==> src/design/llqd_pkg.sv <==
// Package for the least-loaded queue dispatcher: sizes, field types,
// result status codes and the slot/count pair handed out by the argmin.
// No dependencies.
package llqd_pkg;

  localparam int WORKERS   = 16;
  localparam int DEPTH     = 64;
  localparam int SLOT_W    = $clog2(WORKERS);
  localparam int PTR_W     = $clog2(DEPTH);
  localparam int CNT_W     = $clog2(DEPTH + 1);
  localparam int CFG_W     = 5;
  localparam int CONN_W    = 16;
  localparam int POLL_W    = 10;
  localparam int ENTRY_W   = CONN_W + POLL_W;
  localparam int ADDR_W    = SLOT_W + PTR_W;
  localparam int STORE_N   = WORKERS * DEPTH;

  typedef logic [SLOT_W-1:0]  slot_t;
  typedef logic [PTR_W-1:0]   ptr_t;
  typedef logic [CNT_W-1:0]   cnt_t;
  typedef logic [CFG_W-1:0]   cfg_t;
  typedef logic [ENTRY_W-1:0] entry_t;

  // Result status codes
  typedef enum logic [1:0] {
    ST_QUEUED  = 2'd0,
    ST_DROPPED = 2'd1,
    ST_POPPED  = 2'd2,
    ST_EMPTY   = 2'd3
  } status_t;

  // Item kind codes
  localparam logic KIND_SUBMIT = 1'b0;
  localparam logic KIND_POP    = 1'b1;

  // Winner of the least-loaded search
  typedef struct packed {
    slot_t slot;
    cnt_t  cnt;
  } pick_t;

endpackage

==> src/design/llqd_argmin.sv <==
// Least-loaded slot search: a binary compare tree over the queue counts.
// Depends on llqd_pkg; slots at or above the clamped worker count never win.
module llqd_argmin (
  input  llqd_pkg::cnt_t  counts [llqd_pkg::WORKERS],
  input  llqd_pkg::cfg_t  active_workers,
  output llqd_pkg::pick_t pick
);

  localparam int LEVELS = $clog2(llqd_pkg::WORKERS);
  localparam int LEAVES = 1 << LEVELS;

  llqd_pkg::cfg_t  n_use;
  llqd_pkg::pick_t lvl [LEVELS+1][LEAVES];
  logic            lvl_ok [LEVELS+1][LEAVES];

  // Clamp the worker count to 1..WORKERS
  always_comb begin
    if (active_workers == '0) begin
      n_use = llqd_pkg::CFG_W'(1);
    end else if (active_workers > llqd_pkg::CFG_W'(llqd_pkg::WORKERS)) begin
      n_use = llqd_pkg::CFG_W'(llqd_pkg::WORKERS);
    end else begin
      n_use = active_workers;
    end
  end

  // Reduce pairwise; a tie keeps the left (lower) slot
  always_comb begin
    for (int l = 0; l <= LEVELS; l++) begin
      for (int i = 0; i < LEAVES; i++) begin
        lvl[l][i]    = '0;
        lvl_ok[l][i] = 1'b0;
      end
    end
    for (int i = 0; i < LEAVES; i++) begin
      if (i < llqd_pkg::WORKERS) begin
        lvl[0][i].slot = llqd_pkg::SLOT_W'(i);
        lvl[0][i].cnt  = counts[i];
        lvl_ok[0][i]   = (i < int'(n_use));
      end
    end
    for (int l = 0; l < LEVELS; l++) begin
      for (int i = 0; i < (LEAVES >> (l + 1)); i++) begin
        if (lvl_ok[l][2*i] &&
            (!lvl_ok[l][2*i+1] || lvl[l][2*i].cnt <= lvl[l][2*i+1].cnt)) begin
          lvl[l+1][i] = lvl[l][2*i];
        end else begin
          lvl[l+1][i] = lvl[l][2*i+1];
        end
        lvl_ok[l+1][i] = lvl_ok[l][2*i] || lvl_ok[l][2*i+1];
      end
    end
    pick = lvl[LEVELS][0];
  end

endmodule

==> config.mk <==
export PLATFORM = sky130hd
export DESIGN_NAME = llqd_argmin
export DESIGN_NICKNAME = d
export VERILOG_FILES = /design/src/design/llqd_pkg.sv /design/src/design/llqd_argmin.sv
export SDC_FILE = /design/constraint.sdc
export NUM_CORES = 1
export LEC_CHECK = 0
export ABC_AREA = 1
export BUFFER_PORTS_ARGS = -buffer_cell sky130_fd_sc_hd__buf_2
export CORE_ASPECT_RATIO = 0.5
export CORE_MARGIN = 2
export CORE_UTILIZATION = 56
export DETAILED_ROUTE_END_ITERATION = 8
export PLACE_DENSITY = 0.85
export SLEW_MARGIN = 20
export SYNTH_ARGS = -nofsm -noshare
export SYNTH_HDL_FRONTEND = slang
export SYNTH_SLANG_ARGS = --single-unit
==> constraint.sdc <==
create_clock -name vclk -period 8.6
set_input_delay 0.43 -clock vclk [all_inputs]
set_output_delay 0.43 -clock vclk [all_outputs]
set_load 0.03 [all_outputs]
After elaboration in Yosys (flattened, before gate mapping). Index checks and enable logic that the tools add are counted.

Bits in registers: 0. Logic and storage cells: 109. Input bits: 117.

Muxes and demuxes: 17. Order comparisons: 32. Reduce and logical (&&, ||, !) cells: 60.

Operators with widths (count): $le A7 B7 Y1 (15); $mux W11 (7); $mux W8 (8); $lt A4 B5 Y1 const A (8); $logic_or A1 B1 Y1 (29); $lt A3 B5 Y1 const A (4); $logic_and A1 B1 Y1 (15); $logic_not A1 Y1 (15); $lt A1 B5 Y1 const A (2); $lt A2 B5 Y1 const A (2); $mux W5 (2); $gt A5 B5 Y1 const B (1); $logic_not A5 Y1 (1).

Longest topological paths before layout. Gate-level depths: netlist of the first run.

Depth in word-level cells: 20. Depth in mapped cells: 45. Mapped depth without buffers: 43.

Least setup slack after synthesis of the first run. No wires, ideal clock.

Path type: input to output. From: input port counts[100] in the netlist's numbering. To: output port pick[7] in the netlist's numbering. Cell stages on the path: 44. Path buffers: 3. Data required time: 8.170 ns. Setup slack: 2.008 ns. Arrival time: 6.162 ns. Cells stage by stage: inv_1 ha_1 nand2_1 o21ai_0 nand2_1 o211ai_1 nand2_1 nor2_1 inv_1 buf_2 nand2_1 o21ai_0 ha_1 a21oi_1 o21ai_0 a21oi_1 nor2_1 a211oi_1 [8 not listed] a21oi_1 nor2_1 o21ai_0 a21oi_1 nand2_1 inv_1 buf_2 or2_1 and2_1 ha_1 nand2_1 nor2_1 nand4_1 nand3_1 clkinv_1 a21oi_1 nand2_1 nand2_1.

RTL lines: start, declared (RTL line llqd_argmin.sv:4) `input llqd_pkg::cnt_t counts [llqd_pkg::WORKERS],`; end, declared (RTL line llqd_argmin.sv:6) `output llqd_pkg::pick_t pick`.

==> results.toml, run 1 <==
[grt]
antenna_found_initial = 0
grt_pass1_vias = 4359
grt_max_degree = 17
overflow = 0
grt_pass1_wl_um = 18770
grt_usage = 0.2618

[route]
drt_wl_total_um = 11590
vias = 5137
first_pass_iters = 5
drt_iter0_markers = 278
vias_per_cell = 5.178
postRouteAntennaNets = 0
post_drt_wl_per_cell_um = 11.69
drc = 0

[setup_path]
slowest_stage = "o21ai_1"
arrival_ns = 7.36
critical_path_class = "input port to output port"
cp_max_fo = 16
cp_data_required_time_ns = 8.17
cp-end-kind = "output port"
slowest_delay_ns = 0.69
startpoint_type = "input port"
cpMostUsedCell = "nand2_1"

[timing]
finalSetupTns_ns = 0
max_slew_margin = 0.4079
worstMarginPinSlew_ns = 0.8823
slew_viol_final = 0
fin_crit_sh = 0.9060
fmax_mhz = 128.3
hold_viol_final = 0
fin_crit_ns = 7.792
rsz0062_at_grt = "no"
setup_viol_count_final = 0
timing.hold.ws_ns = 1.566

[synth]
synth_compound_area_frac = 0.1823
syn_area_per_cell_sq_um = 5.769
synth_area_sq_mm = 0.004448
synthSimpleGateAreaFrac = 0.3997
synthAdderAreaFrac = 0.2897
synth.distinct_cells = 41
synth_top_family_by_area = "simple AND/OR/NAND/NOR gates"
post-synth-top-area-cell = "ha_1"
yosys.area.top_type_share = 0.2897
syn_nets = 991
ys_warn_count = 0
synth-xor-area-share = 0
synth_seq_area_share = 0
synth_cells = 771
synth_mux_area_frac = 0
synth.area.top_cells = "ha_1 (29%), nand2_1 (17%), inv_1 (10%), nand3_1 (6.6%), a21oi_1 (5.9%)"

[floorplanning]
die_h_um = 67.02
rows = 22
start_util = 0.5919
dieWidth_um = 130.0
ios = 128
coreArea_sq_mm = 0.007515
die-area_sq_mm = 0.008715

[clock_network]
cts_hold_buf = 0
cts_resized = 0
cts_setup_buffers = 0

[layout]
post_route_cells_drive_above_1_share = 0.2014
area_delta_synth_final_pct = 15.58
post-route-util = 0.6841
nNetsFinal = 1106
clockBufferCount = 0
nFillCells = 748
seq_cells = 0
stdcell_count = 992
multi_input_area_sq_mm = 0.003877
fin_area_sq_mm = 0.005141
ff_latch_area_sq_um = 0
diodes = 0

[power_and_ir_drop]
p_per_area_mw_per_mm2 = 207.6
max-vdd-ir-drop_mv = 0.1418
leakagePower_nw = 3.096

[placed_design]
place_area_sq_mm = 0.005141
dp_hpwl_um = 10350
placedCellCount = 992
gp_congestion = 0.9261
portBuffers = 128

[flow_run]
drv_cap = 0

[hold_path]
hold_path_depth = 8
hold_path_class = "input port to output port"

[outcome]
status = "finished clean"
[cells by family after synthesis]
group,Yosys count
buffers and inverters,145
adders and majority gates,103
and+or+nand+nor,381
AOI/OAI and AO/OA,142
[where the power goes]
part	leakage (nW)	total [mW]	internal (mW)	switching, mW
Sequential	0	0	0	0
Clock	0	0	0	0
Combinational	3.10	1.07	0.356	0.712
[cell type report]
cell class,count,area share
inverter,130,0.09491
multi-input combinational,626,0.7542
timing repair buffer,128,0.1246
tap,108,0.02628
[worst max-delay path, delay by kind of cell]
| kind | cells | cell delay (ns) |
|---|---|---|
| AND/OR/NAND/NOR | 18 | 2.37 |
| adder cells (fa/ha/maj) | 4 | 1.20 |
| buffers and inverters | 5 | 1.02 |
| AO/OA/AOI/OAI | 13 | 2.34 |
[through the flow]
step	total power [mW]	worst slack, ns
2_1_floorplan	0.7919	2.008
3_3_place_gp	1.030	1.180
3_5_place_dp	1.052	0.9718
4_1_cts	1.055	0.9593
5_1_grt	1.184	0.06221
6_report	1.067	0.8083
[layer usage]
metal,vias up,track usage,routed length [um]
met5,-,0,0
met4,0,0.04032,139
met3,16,0.009639,709
met2,139,0.4352,4900
met1,2218,0.3812,5844
li1,2764,-,-
[cell usage in the layout, fill, tap and decap left out, types with 2 or more instances in the layout]
| cell | netlist | routed |
|---|---|---|
| nand3b_1 | 5 | 5 |
| ha_1 | 103 | 103 |
| nor2_2 | 4 | 4 |
| nand3_1 | 59 | 59 |
| nand3_2 | 9 | 9 |
| o221ai_1 | 2 | 2 |
| nand4_1 | 10 | 10 |
| nor2_4 | 2 | 2 |
| clkinv_1 | 2 | 2 |
| o21ai_2 | 3 | 3 |
| a221oi_1 | 2 | 2 |
| o211ai_1 | 5 | 5 |
| nand2_4 | 4 | 4 |
| a21oi_1 | 52 | 52 |
| a211oi_1 | 4 | 4 |
| inv_1 | 120 | 120 |
| nand2_2 | 12 | 12 |
| buf_2 | 9 | 128 |
| or2_1 | 12 | 12 |
| nand2_1 | 205 | 205 |
| inv_2 | 8 | 8 |
| o21ai_1 | 18 | 18 |
| nor2_1 | 42 | 42 |
| o21ai_0 | 47 | 47 |
| and2_1 | 13 | 13 |
[cell usage after synthesis, types with 10 or more instances]
library cell  count
and2_1           13
nand3_1          59
inv_1           120
nand2_2          12
nor2_1           42
o21ai_1          18
nand2_1         205
or2_1            12
nand4_1          10
o21ai_0          47
ha_1            103
a21oi_1          52
[final timing paths]
kind,startpoint,slack [ns],to
max,counts[34],0.81,pick[7]
min,counts[59],1.57,pick[3]
Power figures use the tool's default switching activity.
==> inputs of run 2 (changes only) <==
--- a/config.mk
+++ b/config.mk
@@ -11,7 +11,7 @@
 export CORE_MARGIN = 2
 export CORE_UTILIZATION = 56
 export DETAILED_ROUTE_END_ITERATION = 8
-export PLACE_DENSITY = 0.85
+export PLACE_DENSITY_LB_ADDON = 0.25
 export SLEW_MARGIN = 20
 export SYNTH_ARGS = -nofsm -noshare
 export SYNTH_HDL_FRONTEND = slang
==> run 2 against run 1 <==
  * Die area stayed put
  * Core utilization up 0.067 points
  * Global-route usage shrank 0.36 points
  * Total power up 0.14%
  * Wire length down 2.3%
==> results.toml, run 2 (synthesis gave the netlist of run 1 again) <==
[outcome]
status = "finished clean"

[setup_path]
critPathBufInv = 6
arrival_ns = 7.17
slowest_delay_ns = 0.36
cp_max_fo = 15
startpoint_type = "input port"
cpMostUsedCell = "a21oi_1"
critPathTopFamily = "compound AO/OA/AOI/OAI gates"
cp-end-kind = "output port"
critical_path_class = "input port to output port"
cp_data_required_time_ns = 8.17
slowest_stage = "o21ai_0"

[grt]
grt_pass1_wl_um = 18660
grt_usage = 0.2582
antenna_found_initial = 0
grt_max_degree = 17
grt_pass1_vias = 4225
overflow = 0

[timing]
rsz0062_at_grt = "no"
hold_viol_final = 0
setup_viol_count_final = 0
fin_crit_sh = 0.8837
max_slew_margin = 0.4254
fmax_mhz = 131.6
worstMarginPinSlew_ns = 0.8562
slew_viol_final = 0
finalSetupTns_ns = 0
fin_crit_ns = 7.599

[route]
first_pass_iters = 4
post_drt_wl_per_cell_um = 11.42
vias_per_cell = 5.080
drc = 0
vias = 5039
postRouteAntennaNets = 0
drt_iter0_markers = 296
drt_wl_total_um = 11330

[power_and_ir_drop]
total_power_mw = 1.069
leakagePower_nw = 3.098
p_per_area_mw_per_mm2 = 207.7
max-vdd-ir-drop_mv = 0.1148

[floorplanning]
ios = 128
rows = 22
die-area_sq_mm = 0.008715
dieWidth_um = 130.0
coreArea_sq_mm = 0.007515
start_util = 0.5919
die_h_um = 67.02

[flow_run]
drv_cap = 0

[hold_path]
worstHoldStart = "counts[59]"
hold_end = "pick[3]"
hold_path_class = "input port to output port"
hold_path_depth = 8

[placed_design]
portBuffers = 128
gp_congestion = 0.9336
dp_hpwl_um = 10240
placedCellCount = 992

[layout]
area_delta_synth_final_pct = 15.70
stdcell_count = 992
multi_input_area_sq_mm = 0.003882
seq_cells = 0
ff_latch_area_sq_um = 0
clockBufferCount = 0
nFillCells = 719
diodes = 0
post_route_cells_drive_above_1_share = 0.2025
final_common_cell = "nand2_1"
mostFrequentLayoutCells = "nand2_1 (205), buf_2 (128), inv_1 (120)"
nNetsFinal = 1106

[clock_network]
cts_hold_buf = 0
==> run 2: routing by layer <==
| layer | global-route usage | vias up | routed length [um] |
|---|---|---|---|
| met5 | 0 | - | 0 |
| met4 | 0.01344 | 0 | 55 |
| met3 | 0.01044 | 6 | 635 |
| met1 | 0.3831 | 2130 | 5895 |
| li1 | - | 2772 | - |
| met2 | 0.4313 | 131 | 4740 |
==> run 2: through the flow <==
step | hold slack [ns] | area (sq um) | setup WS, ns | utilization
after floorplan | 1.330 | 4448 | 2.008 | -
after global placement | 1.567 | 5141 | 0.9994 | 0.6841
after detailed placement | 1.572 | 5141 | 0.9345 | 0.6841
after CTS | 1.576 | 5141 | 0.8679 | 0.6841
after global routing | 1.637 | 5146 | 0.2579 | 0.6848
final | 1.567 | 5146 | 1.001 | 0.6848
==> run 2: report_power, final <==
| group | total, mW | internal, mW | leakage (nW) | switching, mW |
|---|---|---|---|---|
| clock network | 0 | 0 | 0 | 0 |
| logic | 1.07 | 0.357 | 3.10 | 0.712 |
| registers | 0 | 0 | 0 | 0 |
==> run 2: area by class of cell <==
class,instances,area share
inverters,130,0.09482
multi-input cells,626,0.7544
well taps,108,0.02626
repair buffers,128,0.1245
==> run 2: how the worst max path moves through the flow <==
stage / start / endpoint / cells after the start
global route: counts[86] / pick[7] / 41
floorplan: counts[100] / pick[7] / 44
finish: counts[86] / pick[7] / 41
CTS: counts[86] / pick[7] / 41
global placement: counts[86] / pick[7] / 41
detailed placement: counts[86] / pick[7] / 41
==> run 2: repair_timing <==
action / 4_1_cts / 5_1_grt
gates resized for setup: 0 / 1
setup buffers: 0 / 0
endpoints found under the hold margin: 0 / 0
setup endpoints to repair: 0 / 1
